===== config.mk =====
export PLATFORM = sky130hd
export DESIGN_NAME = median_smoothed_fire_detector
export DESIGN_NICKNAME = d
export VERILOG_FILES = /design/src/msfd_pkg.sv /design/src/median_smoothed_fire_detector.sv
export SDC_FILE = /design/constraint.sdc
export NUM_CORES = 1
export LEC_CHECK = 0
export BUFFER_PORTS_ARGS = -buffer_cell sky130_fd_sc_hd__buf_4
export CAP_MARGIN = 0
export CELL_PAD_IN_SITES_DETAIL_PLACEMENT = 1
export CELL_PAD_IN_SITES_GLOBAL_PLACEMENT = 1
export CORE_UTILIZATION = 53
export CTS_CLUSTER_SIZE = 8
export DETAILED_ROUTE_END_ITERATION = 7
export HOLD_SLACK_MARGIN = 0.05
export PLACE_DENSITY_LB_ADDON = 0.3
export RECOVER_POWER = 50
export SKIP_CTS_REPAIR_TIMING = 1
export SKIP_LAST_GASP = 1
export SYNTH_ARGS = -nofsm -noshare
export SYNTH_HDL_FRONTEND = slang
export SYNTH_SLANG_ARGS = --single-unit

===== constraint.sdc =====
create_clock -name clk -period 5.85 [get_ports clk]
set_input_delay 0.585 -clock clk [delete_from_list [all_inputs] [get_ports clk]]
set_output_delay 0.585 -clock clk [all_outputs]
set_load 0.01 [all_outputs]

===== src/msfd_pkg.sv =====
// ----------------------------------------------------------------------------
// msfd_pkg
// Shared types and constants of the median-smoothed fire detector: field
// widths, configuration register indexes and their reset values.
// ----------------------------------------------------------------------------
package msfd_pkg;

  localparam int SAMPLE_W   = 8;
  localparam int FIXED_W    = 8;
  localparam int COUNT_W    = 5;
  localparam int RISE_W     = 8;
  localparam int CFG_DATA_W = 8;
  localparam int CFG_IDX_W  = 2;

  typedef logic signed [SAMPLE_W-1:0] sample_t;

  // Configuration register indexes.
  localparam logic [CFG_IDX_W-1:0] REG_FIXED_LIMIT = 2'd0;
  localparam logic [CFG_IDX_W-1:0] REG_COUNT_LIMIT = 2'd1;
  localparam logic [CFG_IDX_W-1:0] REG_RISE_LIMIT  = 2'd2;

  // Register values after reset.
  localparam logic signed [FIXED_W-1:0] FIXED_LIMIT_RST = 8'sd58;
  localparam logic [COUNT_W-1:0]        COUNT_LIMIT_RST = 5'd27;
  localparam logic [RISE_W-1:0]         RISE_LIMIT_RST  = 8'd8;

endpackage


===== src/median_smoothed_fire_detector.sv =====
// ----------------------------------------------------------------------------
// median_smoothed_fire_detector
// Median-of-N smoothing of raw temperature samples, a sliding history of the
// medians, and a fire flag from a hot-entry count and a rate-of-rise test.
// ----------------------------------------------------------------------------
// One sample is taken per clock unless the output or a recount pass holds
// the flow, and every sample gives exactly one result: the first register
// stage holds the median of the newest sample and the previous MEDIAN_TAPS-1
// samples, the second updates the history of HISTORY_DEPTH medians and the
// running hot count and drives the output register. The hot count is kept
// incrementally; a write to fixed_limit starts a recount pass that reads one
// history entry per cycle; during it no result is produced (one sample can
// still be taken into the first stage).
module median_smoothed_fire_detector #(
  parameter int MEDIAN_TAPS   = 5,
  parameter int HISTORY_DEPTH = 30
) (
  input  logic                                 clk,
  input  logic                                 rst_n,
  input  logic                                 in_valid,
  output logic                                 in_ready,
  input  logic signed [msfd_pkg::SAMPLE_W-1:0] in_temp_sample,
  output logic                                 out_valid,
  input  logic                                 out_ready,
  output logic signed [msfd_pkg::SAMPLE_W-1:0] out_smoothed_temp,
  output logic                                 out_median_valid,
  output logic                                 out_history_full,
  output logic                                 out_fire_detected,
  input  logic                                 cfg_we,
  input  logic [msfd_pkg::CFG_IDX_W-1:0]       cfg_index,
  input  logic [msfd_pkg::CFG_DATA_W-1:0]      cfg_wdata
);

  localparam int WIN     = MEDIAN_TAPS - 1;
  localparam int MID     = MEDIAN_TAPS / 2;
  localparam int RANK_W  = $clog2(MEDIAN_TAPS);
  localparam int RFILL_W = $clog2(MEDIAN_TAPS);
  localparam int HFILL_W = $clog2(HISTORY_DEPTH + 1);
  localparam int HIDX_W  = $clog2(HISTORY_DEPTH);
  localparam int CMP_W   = (HFILL_W > msfd_pkg::COUNT_W) ? HFILL_W : msfd_pkg::COUNT_W;
  localparam int RISE_DW = msfd_pkg::SAMPLE_W + 1;

  // Configuration registers.
  logic signed [msfd_pkg::FIXED_W-1:0] fixed_limit_r;
  logic [msfd_pkg::COUNT_W-1:0]        count_limit_r;
  logic [msfd_pkg::RISE_W-1:0]         rise_limit_r;

  // Median stage.
  msfd_pkg::sample_t    win_r [WIN];
  logic [RFILL_W-1:0]   raw_fill_r;
  msfd_pkg::sample_t    taps [MEDIAN_TAPS];
  logic [RANK_W-1:0]    rank [MEDIAN_TAPS];
  msfd_pkg::sample_t    med_c;
  logic                 win_rdy;
  logic                 in_fire;
  logic                 s1_vld_r;
  msfd_pkg::sample_t    s1_med_r;
  logic                 s1_mvalid_r;

  // History stage.
  msfd_pkg::sample_t    hist_r [HISTORY_DEPTH];
  msfd_pkg::sample_t    hist_nxt [HISTORY_DEPTH];
  logic [HFILL_W-1:0]   hist_fill_r;
  logic [HFILL_W-1:0]   hist_fill_nxt;
  logic [HFILL_W-1:0]   hot_cnt_r;
  logic [HFILL_W-1:0]   hot_cnt_nxt;
  logic                 hist_full;
  logic                 full_nxt;
  logic                 new_hot;
  logic                 old_hot;
  logic signed [RISE_DW-1:0] rise_c;
  logic                 rise_over;
  logic                 count_hit;
  logic                 fire_c;
  logic                 o_free;
  logic                 s2_go;

  // Recount pass.
  logic                 cfg_fl_wr;
  logic                 swp_busy_r;
  logic [HIDX_W-1:0]    swp_idx_r;
  logic [HFILL_W-1:0]   swp_acc_r;
  logic                 swp_hit;
  logic                 swp_last;

  // Output register.
  logic                 out_valid_r;
  msfd_pkg::sample_t    out_med_r;
  logic                 out_mvalid_r;
  logic                 out_hfull_r;
  logic                 out_fire_r;

  // --------------------------------------------------------------------------
  // Configuration
  // --------------------------------------------------------------------------
  always_ff @(posedge clk) begin
    if (!rst_n) begin
      fixed_limit_r <= msfd_pkg::FIXED_LIMIT_RST;
      count_limit_r <= msfd_pkg::COUNT_LIMIT_RST;
      rise_limit_r  <= msfd_pkg::RISE_LIMIT_RST;
    end else if (cfg_we) begin
      unique case (cfg_index)
        msfd_pkg::REG_FIXED_LIMIT: fixed_limit_r <= $signed(cfg_wdata[msfd_pkg::FIXED_W-1:0]);
        msfd_pkg::REG_COUNT_LIMIT: count_limit_r <= cfg_wdata[msfd_pkg::COUNT_W-1:0];
        msfd_pkg::REG_RISE_LIMIT:  rise_limit_r  <= cfg_wdata[msfd_pkg::RISE_W-1:0];
        default: ;
      endcase
    end
  end

  assign cfg_fl_wr = cfg_we && (cfg_index == msfd_pkg::REG_FIXED_LIMIT);

  // --------------------------------------------------------------------------
  // Handshake
  // --------------------------------------------------------------------------
  assign o_free   = !out_valid_r || out_ready;
  assign s2_go    = s1_vld_r && o_free && !swp_busy_r;
  assign in_ready = !s1_vld_r || s2_go;
  assign in_fire  = in_valid && in_ready;

  // --------------------------------------------------------------------------
  // Median of the window and the new sample
  // --------------------------------------------------------------------------
  // Each tap gets its rank in sorted order; equal values are ranked by tap
  // position so the ranks form a permutation and exactly one tap is picked.
  always_comb begin
    for (int i = 0; i < WIN; i++) begin
      taps[i] = win_r[i];
    end
    taps[WIN] = in_temp_sample;
    for (int i = 0; i < MEDIAN_TAPS; i++) begin
      rank[i] = '0;
      for (int j = 0; j < MEDIAN_TAPS; j++) begin
        if ((taps[j] < taps[i]) || ((j < i) && (taps[j] == taps[i]))) begin
          rank[i] = rank[i] + 1'b1;
        end
      end
    end
    med_c = '0;
    for (int i = 0; i < MEDIAN_TAPS; i++) begin
      if (rank[i] == RANK_W'(MID)) begin
        med_c = taps[i];
      end
    end
  end

  assign win_rdy = (raw_fill_r == RFILL_W'(WIN));

  always_ff @(posedge clk) begin
    if (in_fire) begin
      for (int i = 0; i < WIN - 1; i++) begin
        win_r[i] <= win_r[i+1];
      end
      win_r[WIN-1] <= in_temp_sample;
      s1_med_r     <= win_rdy ? med_c : '0;
      s1_mvalid_r  <= win_rdy;
    end
  end

  always_ff @(posedge clk) begin
    if (!rst_n) begin
      raw_fill_r <= '0;
      s1_vld_r   <= 1'b0;
    end else begin
      if (in_fire && !win_rdy) begin
        raw_fill_r <= raw_fill_r + 1'b1;
      end
      if (in_fire) begin
        s1_vld_r <= 1'b1;
      end else if (s2_go) begin
        s1_vld_r <= 1'b0;
      end
    end
  end

  // --------------------------------------------------------------------------
  // History update and fire tests
  // --------------------------------------------------------------------------
  assign hist_full = (hist_fill_r == HFILL_W'(HISTORY_DEPTH));
  assign new_hot   = (s1_med_r >= fixed_limit_r);
  assign old_hot   = (hist_r[0] >= fixed_limit_r);

  always_comb begin
    hist_nxt      = hist_r;
    hist_fill_nxt = hist_fill_r;
    hot_cnt_nxt   = hot_cnt_r;
    if (s1_mvalid_r) begin
      if (hist_full) begin
        for (int i = 0; i < HISTORY_DEPTH - 1; i++) begin
          hist_nxt[i] = hist_r[i+1];
        end
        hist_nxt[HISTORY_DEPTH-1] = s1_med_r;
      end else begin
        hist_nxt[hist_fill_r[HIDX_W-1:0]] = s1_med_r;
        hist_fill_nxt = hist_fill_r + 1'b1;
      end
      if (new_hot) begin
        hot_cnt_nxt = hot_cnt_nxt + 1'b1;
      end
      // The oldest entry leaves only when the history was already full.
      if (hist_full && old_hot) begin
        hot_cnt_nxt = hot_cnt_nxt - 1'b1;
      end
    end
  end

  assign full_nxt  = (hist_fill_nxt == HFILL_W'(HISTORY_DEPTH));
  assign rise_c    = $signed({hist_nxt[HISTORY_DEPTH-1][msfd_pkg::SAMPLE_W-1],
                              hist_nxt[HISTORY_DEPTH-1]})
                   - $signed({hist_nxt[0][msfd_pkg::SAMPLE_W-1], hist_nxt[0]});
  assign rise_over = (rise_c > $signed({1'b0, rise_limit_r}));
  assign count_hit = (CMP_W'(hot_cnt_nxt) >= CMP_W'(count_limit_r));
  assign fire_c    = full_nxt && (count_hit || rise_over);

  always_ff @(posedge clk) begin
    if (s2_go) begin
      hist_r <= hist_nxt;
    end
  end

  // --------------------------------------------------------------------------
  // Hot count recount after a threshold change
  // --------------------------------------------------------------------------
  assign swp_hit  = (HFILL_W'(swp_idx_r) < hist_fill_r) && (hist_r[swp_idx_r] >= fixed_limit_r);
  assign swp_last = (swp_idx_r == HIDX_W'(HISTORY_DEPTH - 1));

  always_ff @(posedge clk) begin
    if (!rst_n) begin
      swp_busy_r  <= 1'b0;
      swp_idx_r   <= '0;
      swp_acc_r   <= '0;
      hist_fill_r <= '0;
      hot_cnt_r   <= '0;
    end else begin
      if (cfg_fl_wr) begin
        swp_busy_r <= 1'b1;
        swp_idx_r  <= '0;
        swp_acc_r  <= '0;
      end else if (swp_busy_r) begin
        swp_acc_r <= swp_acc_r + HFILL_W'(swp_hit);
        swp_idx_r <= swp_idx_r + 1'b1;
        if (swp_last) begin
          swp_busy_r <= 1'b0;
          hot_cnt_r  <= swp_acc_r + HFILL_W'(swp_hit);
        end
      end
      if (s2_go) begin
        hist_fill_r <= hist_fill_nxt;
        hot_cnt_r   <= hot_cnt_nxt;
      end
    end
  end

  // --------------------------------------------------------------------------
  // Output register
  // --------------------------------------------------------------------------
  always_ff @(posedge clk) begin
    if (!rst_n) begin
      out_valid_r <= 1'b0;
    end else if (s2_go) begin
      out_valid_r <= 1'b1;
    end else if (out_ready) begin
      out_valid_r <= 1'b0;
    end
  end

  always_ff @(posedge clk) begin
    if (s2_go) begin
      out_med_r    <= s1_med_r;
      out_mvalid_r <= s1_mvalid_r;
      out_hfull_r  <= full_nxt;
      out_fire_r   <= fire_c;
    end
  end

  assign out_valid         = out_valid_r;
  assign out_smoothed_temp = out_med_r;
  assign out_median_valid  = out_mvalid_r;
  assign out_history_full  = out_hfull_r;
  assign out_fire_detected = out_fire_r;

`ifndef SYNTH
  a_hot_le_fill: assert property (@(posedge clk) disable iff (!rst_n)
    hot_cnt_r <= hist_fill_r)
    else $error("hot count exceeds the number of history entries");

  a_fire_needs_full: assert property (@(posedge clk) disable iff (!rst_n)
    out_valid_r && out_fire_r |-> out_hfull_r)
    else $error("fire flagged before the history is full");

  a_warmup_zero: assert property (@(posedge clk) disable iff (!rst_n)
    out_valid_r && !out_mvalid_r |-> (out_med_r == '0) && !out_hfull_r)
    else $error("warm-up result carries a median or a full history");

  a_recount_start: assert property (@(posedge clk) disable iff (!rst_n)
    cfg_fl_wr |=> swp_busy_r && (swp_idx_r == '0))
    else $error("threshold write did not start a recount");
`endif

endmodule

After elaboration in Yosys (flattened, before gate mapping):

Memory sizes are Yosys's and may differ from the RTL's.
Index checks and enable logic that the tools add are counted.
W data, S select, Z words.

* register bits: 307
* latch bits: 0
* memory bits (writable): 32
* ROM bits: 0
* input bits: 23
* output and inout port bits: 13
* logic and storage cells: 228
* memories: 1

* add/subtract/negate cells: 27
* multipliers: 0
* divide/modulo/power cells: 0
* magnitude comparators: 34
* eq/ne operators: 22
* shifts and indexed selects: 0
* mux-type cells: 57
* bitwise logic cells: 3
* reductions and logical operators: 37

Memory list
* win_r: depth 4, bits a word 8, read ports 4, clocked after Yosys merged registers in 0, wr ports 4, RTL line median_smoothed_fire_detector.sv:49 `msfd_pkg::sample_t win_r [WIN];`

Operators with widths (count)
* $mux W240: 2
* $bwmux W240: 1
* $lt A8 B8 Y1: 25
* $eq A8 B8 Y1: 10
* $mux W8: 8
* $add A3 B1 Y3 const B: 21
* $mux W3: 20
* $mux W5: 10
* $bmux W8 S5: 1
* $demux W8 S5: 1
* $ge A8 B8 Y1: 3
* $add A5 B1 Y5 const B: 3
* $eq A3 B2 Y1 const B: 5
* $eq A5 B5 Y1 const B: 3
* $mux W1: 14
* $logic_or A1 B1 Y1: 13
* $ge A6 B6 Y1 const B: 2
* $not A5 Y6: 2
* $gt A9 B9 Y1: 1
* $logic_and A1 B1 Y1: 9
* $sub A8 B8 Y9: 1
* $reduce_and A2 Y1: 4
* $reduce_bool A2 Y1: 4
* $lt A6 B1 Y1 const B: 1
* 13 further kinds: 16

Longest topological paths before layout:

Gate-level depths: netlist of the first run.
An unclocked memory read counts as a cell.

* word-level depth: 17
* depth in mapped cells: 25
* gate-level depth less buffers: 22

Worst setup path before layout of the first run:

Ideal clock, no wire load.

* kind: flip-flop to flip-flop
* start: register swp_idx_r[0]
* end: register hot_cnt_r[4]
* setup time: 0.125 ns
* arrival time: 4.291 ns
* data required time: 5.725 ns
* setup slack: 1.434 ns
* stages on the path, launching flop included: 24
* path buffers: 3
* period minus slack after synthesis: 4.416 ns
* cell sequence: dfxtp_1 -> clkbuf_1 -> buf_2 -> buf_1 -> mux4_2 -> a21oi_1 -> o211ai_1 -> o21ai_0 -> ha_1 -> nand2b_1 -> a21o_1 -> a21o_1 -> a21o_1 -> a21oi_1 -> nor2b_1 -> o21ai_0 -> a21oi_1 -> ha_1 -> ha_1 -> nand3_1 -> xor2_1 -> o21ai_0 -> a21oi_1 -> a21boi_0

* word-level cells in the longest chain between the ends: 11
* elaborated cells on any way between the ends: 15
* those cells by class: 1 x add/sub; 2 x order compare; 1 x eq/ne; 7 x mux; 1 x bitwise; 3 x reduce/logical

Ends and longest elaborated chain
* start: declaration: RTL line median_smoothed_fire_detector.sv:81 `logic [HIDX_W-1:0] swp_idx_r;`
* start signal: assignment: RTL line median_smoothed_fire_detector.sv:241 `swp_idx_r <= swp_idx_r + 1'b1;`
* $not A5 Y6 (not written as such): RTL line median_smoothed_fire_detector.sv:224 `assign swp_hit = (HFILL_W'(swp_idx_r) < hist_fill_r) && (hist_r[swp_idx_r] >= fixed_limit_r);`
* $bmux W8 S5: RTL line median_smoothed_fire_detector.sv:224
* $mux W8 (not written as such) (2 in series): RTL line median_smoothed_fire_detector.sv:224
* $ge A8 B8 Y1: RTL line median_smoothed_fire_detector.sv:224
* $logic_and A1 B1 Y1: RTL line median_smoothed_fire_detector.sv:224
* $add A5 B1 Y5: RTL line median_smoothed_fire_detector.sv:244 `hot_cnt_r <= swp_acc_r + HFILL_W'(swp_hit);`
* $mux W5: RTL line median_smoothed_fire_detector.sv:242 `if (swp_last) begin`
* $mux W5: RTL line median_smoothed_fire_detector.sv:239 `end else if (swp_busy_r) begin`
* $mux W5: RTL line median_smoothed_fire_detector.sv:235 `if (cfg_fl_wr) begin`
* $mux W5: RTL line median_smoothed_fire_detector.sv:247 `if (s2_go) begin`
* end signal: assignment: RTL line median_smoothed_fire_detector.sv:244
* end signal: assignment: RTL line median_smoothed_fire_detector.sv:249 `hot_cnt_r <= hot_cnt_nxt;`
* end: declaration: RTL line median_smoothed_fire_detector.sv:65 `logic [HFILL_W-1:0] hot_cnt_r;`

Several ways; a longest one is shown, not always the timed one. The select of a mux whose other input is x is not followed.
A chain may end at the register's enable or synchronous reset.

Worst setup path in the final report of the first run:

* start: register s1_med_r[1]
* end: register out_fire_r, in the netlist out_fire_detected (data pin)

* word-level cells in the longest chain between the ends: 9
* elaborated cells on any way between the ends: 14
* those cells by class: 2 x add/sub; 3 x order compare; 7 x mux; 2 x reduce/logical

Ends and longest elaborated chain
* start: declaration: RTL line median_smoothed_fire_detector.sv:57 `msfd_pkg::sample_t s1_med_r;`
* start signal: assignment: RTL line median_smoothed_fire_detector.sv:155 `s1_med_r <= win_rdy ? med_c : '0;`
* $ge A8 B8 Y1: RTL line median_smoothed_fire_detector.sv:180 `assign new_hot = (s1_med_r >= fixed_limit_r);`
* $mux W5: RTL line median_smoothed_fire_detector.sv:197 `if (new_hot) begin`
* $mux W5: RTL line median_smoothed_fire_detector.sv:187 `if (s1_mvalid_r) begin`
* $sub A5 B1 Y5: RTL line median_smoothed_fire_detector.sv:202 `hot_cnt_nxt = hot_cnt_nxt - 1'b1;`
* $mux W5: RTL line median_smoothed_fire_detector.sv:201 `if (hist_full && old_hot) begin`
* $mux W5: RTL line median_smoothed_fire_detector.sv:187
* $ge A5 B5 Y1: RTL line median_smoothed_fire_detector.sv:212 `assign count_hit = (CMP_W'(hot_cnt_nxt) >= CMP_W'(count_limit_r));`
* $logic_or A1 B1 Y1 *: RTL line median_smoothed_fire_detector.sv:213 `assign fire_c = full_nxt && (count_hit || rise_over);`
* $logic_and A1 B1 Y1 *: RTL line median_smoothed_fire_detector.sv:213
* net fire_c: RTL line median_smoothed_fire_detector.sv:74 `logic fire_c;`
* end signal: assignment: RTL line median_smoothed_fire_detector.sv:272 `out_fire_r <= fire_c;`
* end: declaration: RTL line median_smoothed_fire_detector.sv:91 `logic out_fire_r;`

Mark *: on every way through the listed nets, which the timed path passes. The rest lies on a longest branch. The select of a mux whose other input is x is not followed.

==> results.txt, run 1 <==
Largest family of logic cells by synthesized area: compound AO/OA/AOI/OAI gates
Xor and xnor area share after synthesis: 0.01486
Simple-Gate Fraction of Synth Area: 0.09046
Final core utilization: 0.5973
Area of the multi-input gates: 0.009553 sq mm
Drt pass-1 iters: 5
Residual DRC: 0
Final wirelength: 59590 um
Final GP Congestion: 0.9044
GRT overflow: 0
Htree depth: 2
Setup Total Neg Slack: 0 ns
Top cells by area, synth: edfxtp_1 (44%), a22o_1 (9.8%), ha_1 (9.5%)
Slew @ Worst Pin: 2.754 ns
Worst Min Path Start: in_temp_sample[6]
Core area: 0.03687 sq mm
Synth area leader: edfxtp_1
Root Buffer: clkbuf_16
Drt via density: 6.798
First-pass GRT wire length: 92630 um
Initial DRC count: 1208
IO buf count: 35
Clock skew: 0.01998 ns
Reg2reg start: s1_med_r[1]
Die Height: 196.5 um
Dpl ws: 0.8984 ns
EDFF count, synth: 292
Post-route antenna net violation count: 0
Min-Delay Path Class: input port to register
Path type of the worst setup path: register to register
Hold EP: win_r[3][6]
Min Tclk post-route: 5.466 ns
Mean routed wirelength per cell: 27.18 um
Setup violators final: 0
Number of global-route vias before repair: 15800
DP HPWL: 41360 um
CTS tree: built
MaxCap Viol Count: 10
Critical Path Sink Type: register
Final WS setup: 0.3839 ns
Syn Std Cell Area: 0.02004 sq mm
Die area: 0.03860 sq mm
ANT cells: 0
Slew Viols, Final: 333
Share of cells above drive strength 1: 0.1143
CTS clk-pin slew, worst paths: 0.05 ns
Status: finished, violations left
Share of Yosys cell area claimed by the top area cell type: 0.4375
RSZ-0062 raised after global routing: no
Critical Path AT: 5.76 ns
Worst IR Drop VDD: 0.2222 mV
Failing checks: capacitance limit, slew limit
Rows: 70
Worst r2r dst: out_fire_detected
Clock Latency Late Sink: 0.57 ns
Register bit total from synthesis: 339
GRT Util Overall: 0.3148
Layout area overhead: 9.895%
Syn avg cell area: 12.18 sq um
Die W: 196.5 um
Cts bufs inserted: 48
# fillers: 3739
Initial Utilization: 0.5435
Synth Area in Adders: 0.09752
Synth Instances: 1646
Max Clk Rate: 0.1829 GHz
Max FO, Critical Path: 31
Worst endpoint required time: 6.14 ns
Slew headroom: -0.8361
Main synth FF type: edfxtp_1
Worst reg-to-reg path cell count: 15
Final Hold Vio Count: 0
PD cells: 284.9 mW/mm^2
I/O pin total: 36
Clock sinks: 339
Ys Warns: 0
Mapped Nets: 1822
Largest net degree at the start of global routing: 173
Post-synthesis cell type count: 84
Vias: 14900
Complex-gate fraction of the synthesized area: 0.1792
Worst Hold Path Cells: 1
Post-layout nets: 1834
Worst reg-to-reg setup slack: 0.38 ns
Worst setup SP type: register
Fraction of registers with async set/reset: 0
Mux cell area share after synthesis: 0.09552
Final Cycle Share: 0.9344
Register area: 0.009714 sq mm
Leak pwr: 8.010 nW
Initial antenna violation count: 2
Buffers from clock root to sink, at most: 3
Sequential fraction of the synthesis area: 0.4845
## stage by stage
step                instances  hold WS [ns]  area [sq um]  total power, mW
finish                   2192        0.2253         22020            6.276
global route             2192        0.2161         22020            6.460
detailed placement       2112        0.4745         20760            3.652
CTS                      2192        0.1834         22160            6.304
floorplan                1646        0.4435         20040            3.363
global placement         2112        0.4548         20760            3.577
## cell type report
| cell class | instances | area share |
|---|---|---|
| sequential | 339 | 0.4411 |
| tap | 504 | 0.02863 |
| inverter | 92 | 0.01579 |
| clock inverter | 2 | 0.002102 |
| multi-input combinational | 1115 | 0.4337 |
| clock buffer | 78 | 0.06158 |
| timing repair buffer | 62 | 0.01710 |
## Yosys cell counts (4+ instances only)
library cell / count
and3_1: 7
clkbuf_1: 81
a22o_1: 224
nor3_1: 11
dfxtp_1: 47
nand3_1: 21
mux4_2: 66
or3_1: 9
nand2_1: 68
nor3b_1: 4
edfxtp_1: 292
nor4b_1: 5
mux2i_1: 36
o21a_1: 18
mux2_2: 6
nand4_1: 29
a21oi_1: 47
o211ai_1: 8
o31a_1: 4
nor2_1: 137
xor2_1: 15
xnor2_1: 19
a31oi_1: 4
buf_2: 6
a32oi_1: 7
a211oi_1: 17
a21o_1: 14
buf_1: 8
a21boi_0: 10
o22ai_1: 12
or2_2: 9
nor2b_1: 20
inv_1: 88
o221ai_1: 7
o21ai_0: 35
and2_1: 8
nand2b_1: 18
ha_1: 152
## critical path, cell delays in order, from the launching register on
cell and delay, ns:
edfxtp_1 0.43, clkbuf_1 1.47, mux2i_1 0.44, fa_1 0.61, maj3_2 0.35, maj3_2 0.35
xnor2_1 0.18, ha_1 0.26, nand4_1 0.10, nor2_1 0.05, a211o_1 0.26, a21o_1 0.17
a21o_1 0.17, a21oi_1 0.14, o31a_1 0.17, a311oi_2 0.05
## worst max-delay path by stage
stage	from	endpoint	slack [ns]	cells after the start
after floorplan	swp_idx_r[0]	hot_cnt_r[4]	1.43	23
after global placement	swp_idx_r[0]	hot_cnt_r[4]	1.02	21
after detailed placement	swp_idx_r[0]	hot_cnt_r[4]	0.90	21
after CTS	swp_idx_r[0]	hot_cnt_r[4]	0.83	21
after global routing	s1_med_r[1]	out_fire_detected	0.26	15
final	s1_med_r[1]	out_fire_detected	0.38	15
## kinds of logic (layout without fill, tap and decap cells)
logic type,count (synthesis),count (layout)
AOI/OAI and AO/OA,451,451
and+or+nand+nor,366,366
DFF,339,339
buffers and inverters,192,234
adders and majority gates,156,156
muxes,108,108
xor gates and xnor gates,34,34
## where the power goes
part | internal, mW | total [mW] | switching, mW
Combinational | 0.359 | 0.905 | 0.546
Sequential | 2.65 | 2.71 | 0.0601
Clock | 1.61 | 2.66 | 1.05
## cells in the final DEF (no fill, tap or decap), types with 10 or more instances in the layout
| master | Yosys | final |
|---|---|---|
| a211oi_1 | 17 | 17 |
| nand4_1 | 29 | 29 |
| nor2_1 | 137 | 137 |
| mux2i_1 | 36 | 36 |
| xor2_1 | 15 | 15 |
| clkbuf_1 | 81 | 55 |
| nand3_1 | 21 | 21 |
| nand2_1 | 68 | 68 |
| inv_1 | 88 | 89 |
| a21oi_1 | 47 | 48 |
| buf_4 | 2 | 27 |
| a21o_1 | 14 | 14 |
| o21ai_0 | 35 | 35 |
| nor3_1 | 11 | 11 |
| ha_1 | 152 | 152 |
| edfxtp_1 | 292 | 292 |
| a21boi_0 | 10 | 10 |
| a22o_1 | 224 | 224 |
| nand2b_1 | 18 | 18 |
| clkbuf_16 | 0 | 50 |
| xnor2_1 | 19 | 19 |
| dfxtp_1 | 47 | 45 |
| o22ai_1 | 12 | 12 |
| mux4_2 | 66 | 66 |
| nor2b_1 | 20 | 20 |
| o21a_1 | 18 | 18 |
## per-layer routing
layer  vias to the layer above  part of all wire  global-route usage
li1                       6488                 -                   -
met1                      7617              0.40              0.4046
met2                       647              0.49              0.5305
met3                       146             0.071             0.05664
met4                         4             0.035              0.1207
met5                         -           0.00055                   0
(Power assumes the default switching activity.)
==> inputs of run 2 (changes only) <==
- CORE_UTILIZATION: 53 -> 35
- CTS_CLUSTER_DIAMETER: unset -> 200
==> results.txt, run 2 (synthesis gave the netlist of run 1 again) <==
Status: finished, violations left
Failing checks: capacitance limit, slew limit
Clock sinks: 339
Most common cell after layout, fill and taps aside: edfxtp_1
Final Hold Vio Count: 0
PD cells: 277.4 mW/mm^2
CTS tree: built
Buffers from clock root to sink, at most: 3
Drt pass-1 iters: 5
Initial Utilization: 0.3547
Max FO, Critical Path: 31
Htree depth: 2
CTS clk-pin slew, worst paths: 0.06 ns
Worst reg-to-reg setup slack: 0.76 ns
Worst setup SP type: register
Slew headroom: -0.8902
CP delay by family, top: adder cells
Core area: 0.05650 sq mm
Path type of the worst setup path: register to register
Clock skew: 0.02956 ns
Final GP Congestion: 0.8517
Commonest non-fill, non-tap cells in the layout: edfxtp_1 (292), a22o_1 (224), ha_1 (152), nor2_1 (137), inv_1 (89)
Critical path's largest stage delay: 1.22 ns
Worst path bufs/invs: 2
ANT cells: 0
I/O pin total: 36
First-pass GRT wire length: 92870 um
GRT Util Overall: 0.2102
IO buf count: 35
Die Height: 241.3 um
Clock Latency Late Sink: 0.60 ns
Max Clk Rate: 0.1965 GHz
Slew Viols, Final: 301
CP max-delay cell: clkbuf_1
Layout area overhead: 11.21%
Min Tclk post-route: 5.089 ns
Final Cycle Share: 0.8698
WHS: 0.1967 ns
Root Buffer: clkbuf_16
# fillers: 5951
Initial DRC count: 965
Post-route antenna net violation count: 0
RSZ-0062 raised after global routing: no
Largest net degree at the start of global routing: 157
Cts bufs inserted: 48
Rows: 87
Overall power: 6.183 mW
Initial antenna violation count: 1
Share of cells above drive strength 1: 0.1164
Critical Path AT: 5.40 ns
Die area: 0.05822 sq mm
Die W: 241.3 um
Critical Path Sink Type: register
GRT overflow: 0
Worst IR Drop VDD: 0.2025 mV
Vias: 14370
Post-layout nets: 1843
Worst-path cell chain: clkbuf_1 > mux2_1 > inv_1 > ha_1 > fa_1 > maj3_2 > maj3_2 > xnor2_1 > ha_1 > nand4_1 > nor2_1 > a211o_1 > a21o_1 > a21o_1 > a21oi_1 > o31a_1 > a311oi_2
MaxCap Viol Count: 9
Leak pwr: 7.999 nW
Worst endpoint required time: 6.16 ns
Drt via density: 5.891
Setup Total Neg Slack: 0 ns
Number of global-route vias before repair: 15350
Final wirelength: 60110 um
DP HPWL: 42820 um
Mean routed wirelength per cell: 24.64 um
Slew @ Worst Pin: 2.835 ns
Residual DRC: 0
Min-Delay Path Class: input port to register
Setup violators final: 0
## run 2: cell types whose count changed in the layout (fill, tap and decap cells not counted), sizes merged
cell / change
inv: +2
clkinvlp: +1
clkbuf: -11
bufinv: -1
buf: +5
## run 2: cell type report
cell class              instances  area [sq um]  share of cell area
clock buffers                  63          1257             0.05642
clock inverters                 4         52.55            0.002358
inverters                      92         347.8             0.01561
multi-input cells            1115          9542              0.4281
flip-flops and latches        339          9714              0.4358
well taps                     756         945.9             0.04244
repair buffers                 71         429.2             0.01925
## run 2: final timing paths
kind / start / to / cells past startpoint
setup / recovery: s1_med_r[0] / out_fire_detected / 17
hold reg to reg: fixed_limit_r[7] / fixed_limit_r[7] / 2
hold / removal: in_temp_sample[6] / win_r[3][6] / 1
setup reg to reg: s1_med_r[0] / out_fire_detected / 17
## run 2: metal layers
layer  vias up  global-route usage  share of wire
met5         -                   0        0.00022
met4         2             0.05869          0.023
met3        75             0.03396          0.045
met2       322              0.3590           0.49
met1      7494              0.2747           0.44
li1       6481                   -              -
## run 2: where the power goes
part           switching (mW)  leakage (nW)  total, mW  internal [mW]
registers              0.0659          3.17       2.72           2.65
clock network            1.10         0.631       2.58           1.49
logic                   0.527          4.19      0.885          0.358
total                    1.69          8.00       6.18           4.49
## run 2: per-stage QoR
step / instance area [sq um] / util / cells / setup slack, ns
2_1_floorplan: 20040 / - / 1646 / 1.434
3_3_place_gp: 21130 / 0.3741 / 2372 / 1.038
3_5_place_dp: 21130 / 0.3741 / 2372 / 0.9009
4_1_cts: 22440 / 0.3973 / 2439 / 0.8708
5_1_grt: 22290 / 0.3945 / 2440 / 0.4159
6_report: 22290 / 0.3945 / 2440 / 0.7614
